===== src/hw/rtl/fixed_capacity_multiset_table_defines.svh =====
// assertion macros for the multiset table
`ifndef FIXED_CAPACITY_MULTISET_TABLE_DEFINES_SVH
`define FIXED_CAPACITY_MULTISET_TABLE_DEFINES_SVH

// same-cycle implication
`define FCMT_ASSERT_NOW(label, ante, cons) \
  label: assert property (@(posedge clk) disable iff (!rst_n) (ante) |-> (cons)) \
    else $error("fcmt assertion failed");

// next-cycle implication
`define FCMT_ASSERT_NEXT(label, ante, cons) \
  label: assert property (@(posedge clk) disable iff (!rst_n) (ante) |=> (cons)) \
    else $error("fcmt assertion failed");

`endif


===== src/hw/rtl/fcmt_pkg.sv =====
// shared constants and types for the multiset table
`timescale 1ns / 1ps
`default_nettype none
package fcmt_pkg;

  localparam int CAPACITY    = 64;
  localparam int VALUE_WIDTH = 32;
  localparam int IDX_W       = $clog2(CAPACITY);
  localparam int CNT_W       = $clog2(CAPACITY + 1);
  localparam int CMD_W       = 2;

  localparam logic [CNT_W-1:0] CAP_CNT = CNT_W'(CAPACITY);

  localparam logic [CMD_W-1:0] CMD_ADD    = 2'd0;
  localparam logic [CMD_W-1:0] CMD_REMOVE = 2'd1;
  localparam logic [CMD_W-1:0] CMD_FIND   = 2'd2;
  localparam logic [CMD_W-1:0] CMD_COUNT  = 2'd3;

  typedef struct packed {
    logic                   we;
    logic [IDX_W-1:0]       addr;
    logic [VALUE_WIDTH-1:0] data;
  } fcmt_wr_t;

endpackage
`default_nettype wire


===== src/hw/rtl/fcmt_ram.sv =====
// entry store: one write port, one registered read port
`timescale 1ns / 1ps
`default_nettype none
module fcmt_ram (
  input  wire logic                               clk,
  input  wire fcmt_pkg::fcmt_wr_t                 wr,
  input  wire logic [fcmt_pkg::IDX_W-1:0]         raddr,
  output logic      [fcmt_pkg::VALUE_WIDTH-1:0]   rdata_r
);

  logic [fcmt_pkg::VALUE_WIDTH-1:0] mem [fcmt_pkg::CAPACITY];

  always_ff @(posedge clk) begin
    if (wr.we) begin
      mem[wr.addr] <= wr.data;
    end
  end

  always_ff @(posedge clk) begin
    rdata_r <= mem[raddr];
  end

endmodule
`default_nettype wire


===== src/hw/rtl/fixed_capacity_multiset_table.sv =====
// top level: bag of values with add, remove, find and count commands
//
// input channel in_valid/in_stall carries in_cmd and in_value; one result per
// transaction leaves on out_valid/out_stall with out_ok, out_position,
// out_occurrences, out_size_now and out_is_empty.
// add writes the new entry when accepted and needs no scan. remove, find and
// count walk the stored entries one per cycle through a single comparator fed
// by the entry memory read port, stopping early at the first match for find
// and remove; remove then moves the last entry into the freed slot. an empty
// bag answers without a scan. in_stall is high while a command is worked on.
// the result sits in an output register; a new transaction is accepted while
// it waits, and the next result waits for the register to free up while
// out_stall is high. synchronous active-low reset empties the bag and drops
// any pending result; no clearing pass is needed.
`timescale 1ns / 1ps
`default_nettype none
`include "fixed_capacity_multiset_table_defines.svh"
module fixed_capacity_multiset_table (
  input  wire logic                                 clk,
  input  wire logic                                 rst_n,
  input  wire logic                                 in_valid,
  output logic                                      in_stall,
  input  wire logic [fcmt_pkg::CMD_W-1:0]           in_cmd,
  input  wire logic [fcmt_pkg::VALUE_WIDTH-1:0]     in_value,
  output logic                                      out_valid,
  input  wire logic                                 out_stall,
  output logic                                      out_ok,
  output logic      [fcmt_pkg::IDX_W-1:0]           out_position,
  output logic      [fcmt_pkg::CNT_W-1:0]           out_occurrences,
  output logic      [fcmt_pkg::CNT_W-1:0]           out_size_now,
  output logic                                      out_is_empty
);

  localparam logic [2:0] S_IDLE  = 3'd0;
  localparam logic [2:0] S_SCAN  = 3'd1;
  localparam logic [2:0] S_MOVE  = 3'd2;
  localparam logic [2:0] S_MOVEW = 3'd3;
  localparam logic [2:0] S_DONE  = 3'd4;

  logic [2:0]                         state_r, state_nxt;
  logic [fcmt_pkg::CMD_W-1:0]         cmd_r, cmd_nxt;
  logic [fcmt_pkg::VALUE_WIDTH-1:0]   value_r, value_nxt;
  logic [fcmt_pkg::CNT_W-1:0]         fill_r, fill_nxt;
  logic [fcmt_pkg::CNT_W-1:0]         addr_r, addr_nxt;
  logic                               rvalid_r, rvalid_nxt;
  logic [fcmt_pkg::IDX_W-1:0]         cidx_r, cidx_nxt;
  logic                               ok_r, ok_nxt;
  logic [fcmt_pkg::IDX_W-1:0]         pos_r, pos_nxt;
  logic [fcmt_pkg::CNT_W-1:0]         occ_r, occ_nxt;

  logic                               out_valid_r, out_valid_nxt;
  logic                               out_ok_r, out_ok_nxt;
  logic [fcmt_pkg::IDX_W-1:0]         out_pos_r, out_pos_nxt;
  logic [fcmt_pkg::CNT_W-1:0]         out_occ_r, out_occ_nxt;
  logic [fcmt_pkg::CNT_W-1:0]         out_size_r, out_size_nxt;
  logic                               out_empty_r, out_empty_nxt;

  fcmt_pkg::fcmt_wr_t                 wr;
  logic [fcmt_pkg::IDX_W-1:0]         raddr;
  logic [fcmt_pkg::VALUE_WIDTH-1:0]   rdata_r;
  logic                               eq;
  logic [fcmt_pkg::CNT_W-1:0]         last_idx;

  fcmt_ram u_ram (
    .clk     (clk),
    .wr      (wr),
    .raddr   (raddr),
    .rdata_r (rdata_r)
  );

  // shared comparator
  assign eq       = (rdata_r == value_r);
  assign last_idx = fill_r - fcmt_pkg::CNT_W'(1);

  assign in_stall = (state_r != S_IDLE);

  always_comb begin
    state_nxt     = state_r;
    cmd_nxt       = cmd_r;
    value_nxt     = value_r;
    fill_nxt      = fill_r;
    addr_nxt      = addr_r;
    rvalid_nxt    = 1'b0;
    cidx_nxt      = cidx_r;
    ok_nxt        = ok_r;
    pos_nxt       = pos_r;
    occ_nxt       = occ_r;
    out_ok_nxt    = out_ok_r;
    out_pos_nxt   = out_pos_r;
    out_occ_nxt   = out_occ_r;
    out_size_nxt  = out_size_r;
    out_empty_nxt = out_empty_r;
    out_valid_nxt = out_valid_r && out_stall;
    wr.we         = 1'b0;
    wr.addr       = fill_r[fcmt_pkg::IDX_W-1:0];
    wr.data       = in_value;
    raddr         = addr_r[fcmt_pkg::IDX_W-1:0];

    case (state_r)
      S_IDLE: begin
        if (in_valid) begin
          cmd_nxt   = in_cmd;
          value_nxt = in_value;
          ok_nxt    = 1'b0;
          pos_nxt   = '0;
          occ_nxt   = '0;
          addr_nxt  = '0;
          if (in_cmd == fcmt_pkg::CMD_ADD) begin
            if (fill_r < fcmt_pkg::CAP_CNT) begin
              wr.we    = 1'b1;
              fill_nxt = fill_r + fcmt_pkg::CNT_W'(1);
              ok_nxt   = 1'b1;
            end
            state_nxt = S_DONE;
          end else if (fill_r == '0) begin
            state_nxt = S_DONE;
          end else begin
            state_nxt = S_SCAN;
          end
        end
      end
      S_SCAN: begin
        if (addr_r < fill_r) begin
          rvalid_nxt = 1'b1;
          cidx_nxt   = addr_r[fcmt_pkg::IDX_W-1:0];
          addr_nxt   = addr_r + fcmt_pkg::CNT_W'(1);
        end
        if (rvalid_r) begin
          if (eq && (cmd_r == fcmt_pkg::CMD_COUNT)) begin
            occ_nxt = occ_r + fcmt_pkg::CNT_W'(1);
          end
          if (eq && (cmd_r != fcmt_pkg::CMD_COUNT)) begin
            ok_nxt     = 1'b1;
            pos_nxt    = cidx_r;
            rvalid_nxt = 1'b0;
            if (cmd_r == fcmt_pkg::CMD_REMOVE) begin
              fill_nxt  = last_idx;
              state_nxt = S_MOVE;
            end else begin
              state_nxt = S_DONE;
            end
          end else if (cidx_r == last_idx[fcmt_pkg::IDX_W-1:0]) begin
            rvalid_nxt = 1'b0;
            state_nxt  = S_DONE;
          end
        end
      end
      S_MOVE: begin
        // fetch the old last entry
        raddr     = fill_r[fcmt_pkg::IDX_W-1:0];
        state_nxt = S_MOVEW;
      end
      S_MOVEW: begin
        wr.we     = 1'b1;
        wr.addr   = pos_r;
        wr.data   = rdata_r;
        state_nxt = S_DONE;
      end
      S_DONE: begin
        if (!out_valid_r || !out_stall) begin
          out_valid_nxt = 1'b1;
          out_ok_nxt    = (cmd_r == fcmt_pkg::CMD_COUNT) ? (occ_r != '0) : ok_r;
          out_pos_nxt   = (cmd_r == fcmt_pkg::CMD_FIND) ? pos_r : '0;
          out_occ_nxt   = occ_r;
          out_size_nxt  = fill_r;
          out_empty_nxt = (fill_r == '0);
          state_nxt     = S_IDLE;
        end
      end
      default: begin
        state_nxt = S_IDLE;
      end
    endcase
  end

  always_ff @(posedge clk) begin
    if (!rst_n) begin
      state_r     <= S_IDLE;
      fill_r      <= '0;
      rvalid_r    <= 1'b0;
      out_valid_r <= 1'b0;
    end else begin
      state_r     <= state_nxt;
      fill_r      <= fill_nxt;
      rvalid_r    <= rvalid_nxt;
      out_valid_r <= out_valid_nxt;
    end
  end

  always_ff @(posedge clk) begin
    cmd_r       <= cmd_nxt;
    value_r     <= value_nxt;
    addr_r      <= addr_nxt;
    cidx_r      <= cidx_nxt;
    ok_r        <= ok_nxt;
    pos_r       <= pos_nxt;
    occ_r       <= occ_nxt;
    out_ok_r    <= out_ok_nxt;
    out_pos_r   <= out_pos_nxt;
    out_occ_r   <= out_occ_nxt;
    out_size_r  <= out_size_nxt;
    out_empty_r <= out_empty_nxt;
  end

  assign out_valid       = out_valid_r;
  assign out_ok          = out_ok_r;
  assign out_position    = out_pos_r;
  assign out_occurrences = out_occ_r;
  assign out_size_now    = out_size_r;
  assign out_is_empty    = out_empty_r;

  `FCMT_ASSERT_NOW(a_fill_max, 1'b1, fill_r <= fcmt_pkg::CAP_CNT)
  `FCMT_ASSERT_NOW(a_scan_nonempty, state_r == S_SCAN, fill_r != '0)
  `FCMT_ASSERT_NEXT(a_add_grows, in_valid && !in_stall && (in_cmd == fcmt_pkg::CMD_ADD) && (fill_r < fcmt_pkg::CAP_CNT), fill_r == $past(fill_r) + fcmt_pkg::CNT_W'(1))
  `FCMT_ASSERT_NOW(a_empty_flag, out_valid_r, out_empty_r == (out_size_r == '0))

endmodule
`default_nettype wire


===== config.mk =====
export PLATFORM = sky130hd
export DESIGN_NAME = fixed_capacity_multiset_table
export DESIGN_NICKNAME = d
export VERILOG_FILES = /design/src/hw/rtl/fcmt_pkg.sv /design/src/hw/rtl/fcmt_ram.sv /design/src/hw/rtl/fixed_capacity_multiset_table.sv
export VERILOG_INCLUDE_DIRS = /design/src /design/src/hw/rtl
export SDC_FILE = /design/constraint.sdc
export NUM_CORES = 2
export LEC_CHECK = 0
export BUFFER_PORTS_ARGS = -buffer_cell sky130_fd_sc_hd__buf_2
export CAP_MARGIN = 5
export CORE_MARGIN = 4
export CORE_UTILIZATION = 60
export DETAILED_ROUTE_END_ITERATION = 8
export GPL_TIMING_DRIVEN = 1
export MAX_ROUTING_LAYER = met4
export PLACE_DENSITY = 0.85
export SLEW_MARGIN = 25
export SYNTH_ARGS = -nofsm -noshare
export SYNTH_HDL_FRONTEND = slang
export SYNTH_SLANG_ARGS = --single-unit
export TNS_END_PERCENT = 30

===== constraint.sdc =====
create_clock -name clk -period 10 [get_ports clk]
set_clock_uncertainty 0.2 [all_clocks]
set_input_delay 1.5 -clock clk [delete_from_list [all_inputs] [get_ports clk]]
set_output_delay 1.5 -clock clk [all_outputs]
set_load 0.01 [all_outputs]

==> metrics list <==
* Result of the run: finished, final reports clean
- Synth area leaders: sky130_fd_sc_hd__edfxtp_1 75%, sky130_fd_sc_hd__mux4_2 7.1%, sky130_fd_sc_hd__nand2_1 3.4%, sky130_fd_sc_hd__nand3_1 2.3%, sky130_fd_sc_hd__mux2i_1 1.9%
* Post CTS Setup Buffer Count: 0
* Netlist Area Pre-Place: 0.0848 mm²
- Synthesis-stage register bit count: 2175
- For this run, design rule violations remaining after detail routing come to 0.
- Critical path cell sequence: nand4bb_1, a21boi_4, buf_12, buf_4, mux4_2, a22oi_1, nand4_1, or3_1
* Overall via count from detail_route: roughly 55000
- Dominant register cell in the synthesized netlist: sky130_fd_sc_hd__edfxtp_1
- The largest individual stage delay along the critical path comes from the cell sky130_fd_sc_hd__dfxtp_1.
- The top cell type by area accounts for around 75% of the synthesized area.
* Most common cell after layout, fill and taps aside: sky130_fd_sc_hd__edfxtp_1
- The worst hold path was traced through 0 stages.
- Of the synthesized area, sequential elements account for 76.5%.
- Subtracting the final worst setup slack from the clock period gives between 5000 and 6000 ps.
* Total wirelength of the detailed-routed design: 281 mm
* Grt total ovfl: 0
- Setup repair after global routing left no endpoint under its margin.
- Input and output buffers added on the ports amount to 61.
* Wire length per cell after detailed routing: 39.4 µm
- Final period utilization: 57.4%
* Clock sink count: between 2000 and 2500
* Die Wd: a little under 400 µm
- EDFF count, synth: 2131
- Setup total negative slack on the finished layout was measured at 0 ps.
* Biggest fanout along the worst timing path: 99
* Number of hold-slack violations in the final timing report: 0
- Worst reg2reg path endpoint: u_ram.rdata_r[26]
- After clock tree synthesis, the clock-pin slew on the worst setup and hold paths is 70 ps.
- Number of buffers created by CTS: around 190
* Max Root-Sink Buffers: 3
- The number of global-route vias before repair is 52200.
* Worst-case register-to-register setup slack: 4260 ps
- Overall power consumption after layout is estimated at about 26 mW.
* Total nets after synthesis: 4965
* Global-route wire length before repair: 384 mm
- During synthesis, Yosys emitted a total of 0 warnings.
* Buffer type at the clock tree root: sky130_fd_sc_hd__clkbuf_16
* Worst Hold Margin: 284 ps
* Relative max-transition margin: 19.6%
- In the routed layout, each cell is associated on average with a via count of 7.66.
- Number of hold buffers added after CTS: 0
* Area leader, netlist: sky130_fd_sc_hd__edfxtp_1
- Slew at the pin closest to its max-slew limit: 1190 ps
* Max-cap check violation count: 0
- In this run the most critical hold path is launched from fill_r[6].
- Post-Synthesis Cells: 4915
- Maximum number of pins on one net before global-route repair: 133
* Element type at the critical path start: flip-flop
* Post-detailed-placement cell area: a little under 0.09 mm²
* Die area: 0.147 mm²
- Lkg Pwr: 30.8 nW
- The min-delay analysis places its worst path in the category flip-flop to flip-flop.
- The core region is 0.140 mm².
- 62 I/O pins were placed.
- Number of cells in the finished layout apart from fillers: 7115
- Share of layout cells above drive strength 1: approximately 18%
- CTS-repair resized insts: 0
- TritonCTS built the clock tree.
- For the worst flop-to-flop path, the logic depth is 8.
- Library cells used by synthesis: 67
* Vertical die dimension: 384 µm
- Nets: 5092
- Arrival time of data at the critical path endpoint: 6280 ps
- The worst-case IR drop observed on VDD is ~270 µV.
- Critical Path Sink Type: flip-flop
* Num rows: 137
- Worst setup path category: flip-flop to flip-flop
* Commonest cells after routing, fill and taps aside: 2131 x sky130_fd_sc_hd__edfxtp_1, 778 x sky130_fd_sc_hd__nand2_1, 397 x sky130_fd_sc_hd__nand3_1
- Layout Cell Area excl Fill: 0.0946 mm²
- Initial standard-cell utilization of the core: roughly three fifths
- Pwr per Cell Area: 270 mW/mm²
- Once detailed placement completed, the half-perimeter wirelength came to around 150 mm.
- The congestion estimate from routability-driven global placement came to 0.951.
- At the later pin of the worst-skew pair, clock insertion delay measures between 800 and 900 ps.
- Count of final setup violators: 0
- Count of final max-slew check failures: 0
- In this run the critical register-to-register path is launched from state_r[0].
* Top achievable clock speed: 174 MHz
* Total GRT Usage: 38.3%
* Slowest stage delay, CP: between 800 and 900 ps
* Layout overhead on the synthesized area: 11.4%
- The first detailed-routing pass took 8 iterations.
- Endpoint with the worst hold slack: out_size_now[6]
- The count of nets left with antenna violations once routing finished came out at 0.
- Initial antenna violation count: 26
* Number of levels the H-tree was split into: 4
* Fraction of registers with async set or reset after synthesis: 0%
- Number of placed instances with taps included: 6716
- Required @ worst endpoint: between 10000 and 15000 ps
- The first routing iteration left between 10000 and 15000 violations.
* Post-Syn Area per Cell: between 15 and 20 µm²
==> synth_stat cells, types with 7 or more instances <==
master and count:
sky130_fd_sc_hd__edfxtp_1 2131, sky130_fd_sc_hd__nand2_1 778, sky130_fd_sc_hd__nand3_1 398, sky130_fd_sc_hd__mux4_2 266, sky130_fd_sc_hd__mux2i_1 163, sky130_fd_sc_hd__nor2_1 119
sky130_fd_sc_hd__clkbuf_1 114, sky130_fd_sc_hd__buf_2 93, sky130_fd_sc_hd__a22oi_1 91, sky130_fd_sc_hd__inv_1 45, sky130_fd_sc_hd__dfxtp_1 44, sky130_fd_sc_hd__nand4_1 44
sky130_fd_sc_hd__mux2_2 43, sky130_fd_sc_hd__o2111ai_1 40, sky130_fd_sc_hd__xor2_1 38, sky130_fd_sc_hd__a21oi_1 32, sky130_fd_sc_hd__buf_4 32, sky130_fd_sc_hd__o21ai_0 31
sky130_fd_sc_hd__a32oi_1 29, sky130_fd_sc_hd__a211oi_1 28, sky130_fd_sc_hd__a311oi_1 25, sky130_fd_sc_hd__a2111oi_0 24, sky130_fd_sc_hd__buf_6 22, sky130_fd_sc_hd__and3_1 21
sky130_fd_sc_hd__or3_1 20, sky130_fd_sc_hd__a31oi_1 19, sky130_fd_sc_hd__buf_1 18, sky130_fd_sc_hd__a221oi_1 17, sky130_fd_sc_hd__nand2b_1 17, sky130_fd_sc_hd__xnor2_1 15
sky130_fd_sc_hd__o211ai_1 13, sky130_fd_sc_hd__ha_1 12, sky130_fd_sc_hd__a32o_1 11, sky130_fd_sc_hd__or4_1 11, sky130_fd_sc_hd__nor3_1 10, sky130_fd_sc_hd__nor4_1 10
sky130_fd_sc_hd__a22o_1 8, sky130_fd_sc_hd__and2_1 8, sky130_fd_sc_hd__a21o_1 7
==> layout make-up <==
class	count	area [µm²]
inverters	45	169
flip-flops and latches	2175	64900
diodes	34	85.1
clock inverters	98	1090
clock buffers	261	5310
multi-input cells	2416	19100
fillers	7902	45500
repair buffers	210	1530
well taps	1876	2350
==> logic make-up (layout without fill, tap and decap cells) <==
logic type                 Yosys count  after routing  share of synthesized area [%]
DFF                               2175           2175                           76.5
xor gates and xnor gates            53             53                          0.547
other                                0             34                              0
AOI/OAI and AO/OA                  409            409                           3.68
muxes                              472            472                           9.56
and+or+nand+nor                   1470           1470                           7.67
adders and majority gates           12             12                          0.177
buffers and inverters              324            614                           1.91
==> worst max-delay path by stage <==
stage	to	cells past startpoint	startpoint	slack, ps
after floorplan	u_ram.mem[33][0]	7	in_valid	5270
after global placement	u_ram.rdata_r[25]	8	state_r[0]	4710
after detailed placement	u_ram.rdata_r[25]	8	state_r[0]	4610
after CTS	u_ram.rdata_r[25]	8	state_r[0]	4440
after global routing	u_ram.rdata_r[25]	8	state_r[0]	4180
final	u_ram.rdata_r[26]	8	state_r[0]	4260
==> per-stage QoR <==
step / utilization [%] / worst slack (ps)
final: 67.5 / 4260
after global routing: 67.5 / 4180
after CTS: 67.4 / 4440
after detailed placement: 62.8 / 4610
after global placement: 62.8 / 4710
after floorplan: - / 5270
==> flip-flops by register name, indices dropped and copies added (netlist names), 2 cells and up <==
name and flops:
out_size_now 7, occ_r 7, addr_r 7, state_r 3, u_ram.rdata_r 32, pos_r 6, out_occurrences 7, cidx_r 6
cmd_r 2, fill_r 7, out_position 6, value_r 32, u_ram.mem 2048
==> worst max-delay path: cells and delay by family (launching register included) <==
family | cells | cell delay, ps
buf+inv | 2 | 1170
flops | 1 | 880
simple gates | 3 | 1260
mux | 1 | 590
compound gates | 2 | 1260
==> where the power goes <==
part           internal [mW]  leakage [nW]  switching [mW]  total, mW
Clock                   4.19          3.10            3.50       7.69
Combinational           2.21          8.10            5.08       7.29
Sequential              10.3          19.6           0.282       10.6
==> layer usage <==
layer | share of wire [%] | vias to the layer above | track usage [%]
met2 | 43 | 6965 | 53.4
met3 | 20 | 1883 | 18.8
met1 | 28 | 26000 | 44.5
met4 | 9.0 | 0 | 23.9
li1 | - | 19600 | -
met5 | 0 | - | -
No activity file was read; power rests on OpenSTA's default activity.
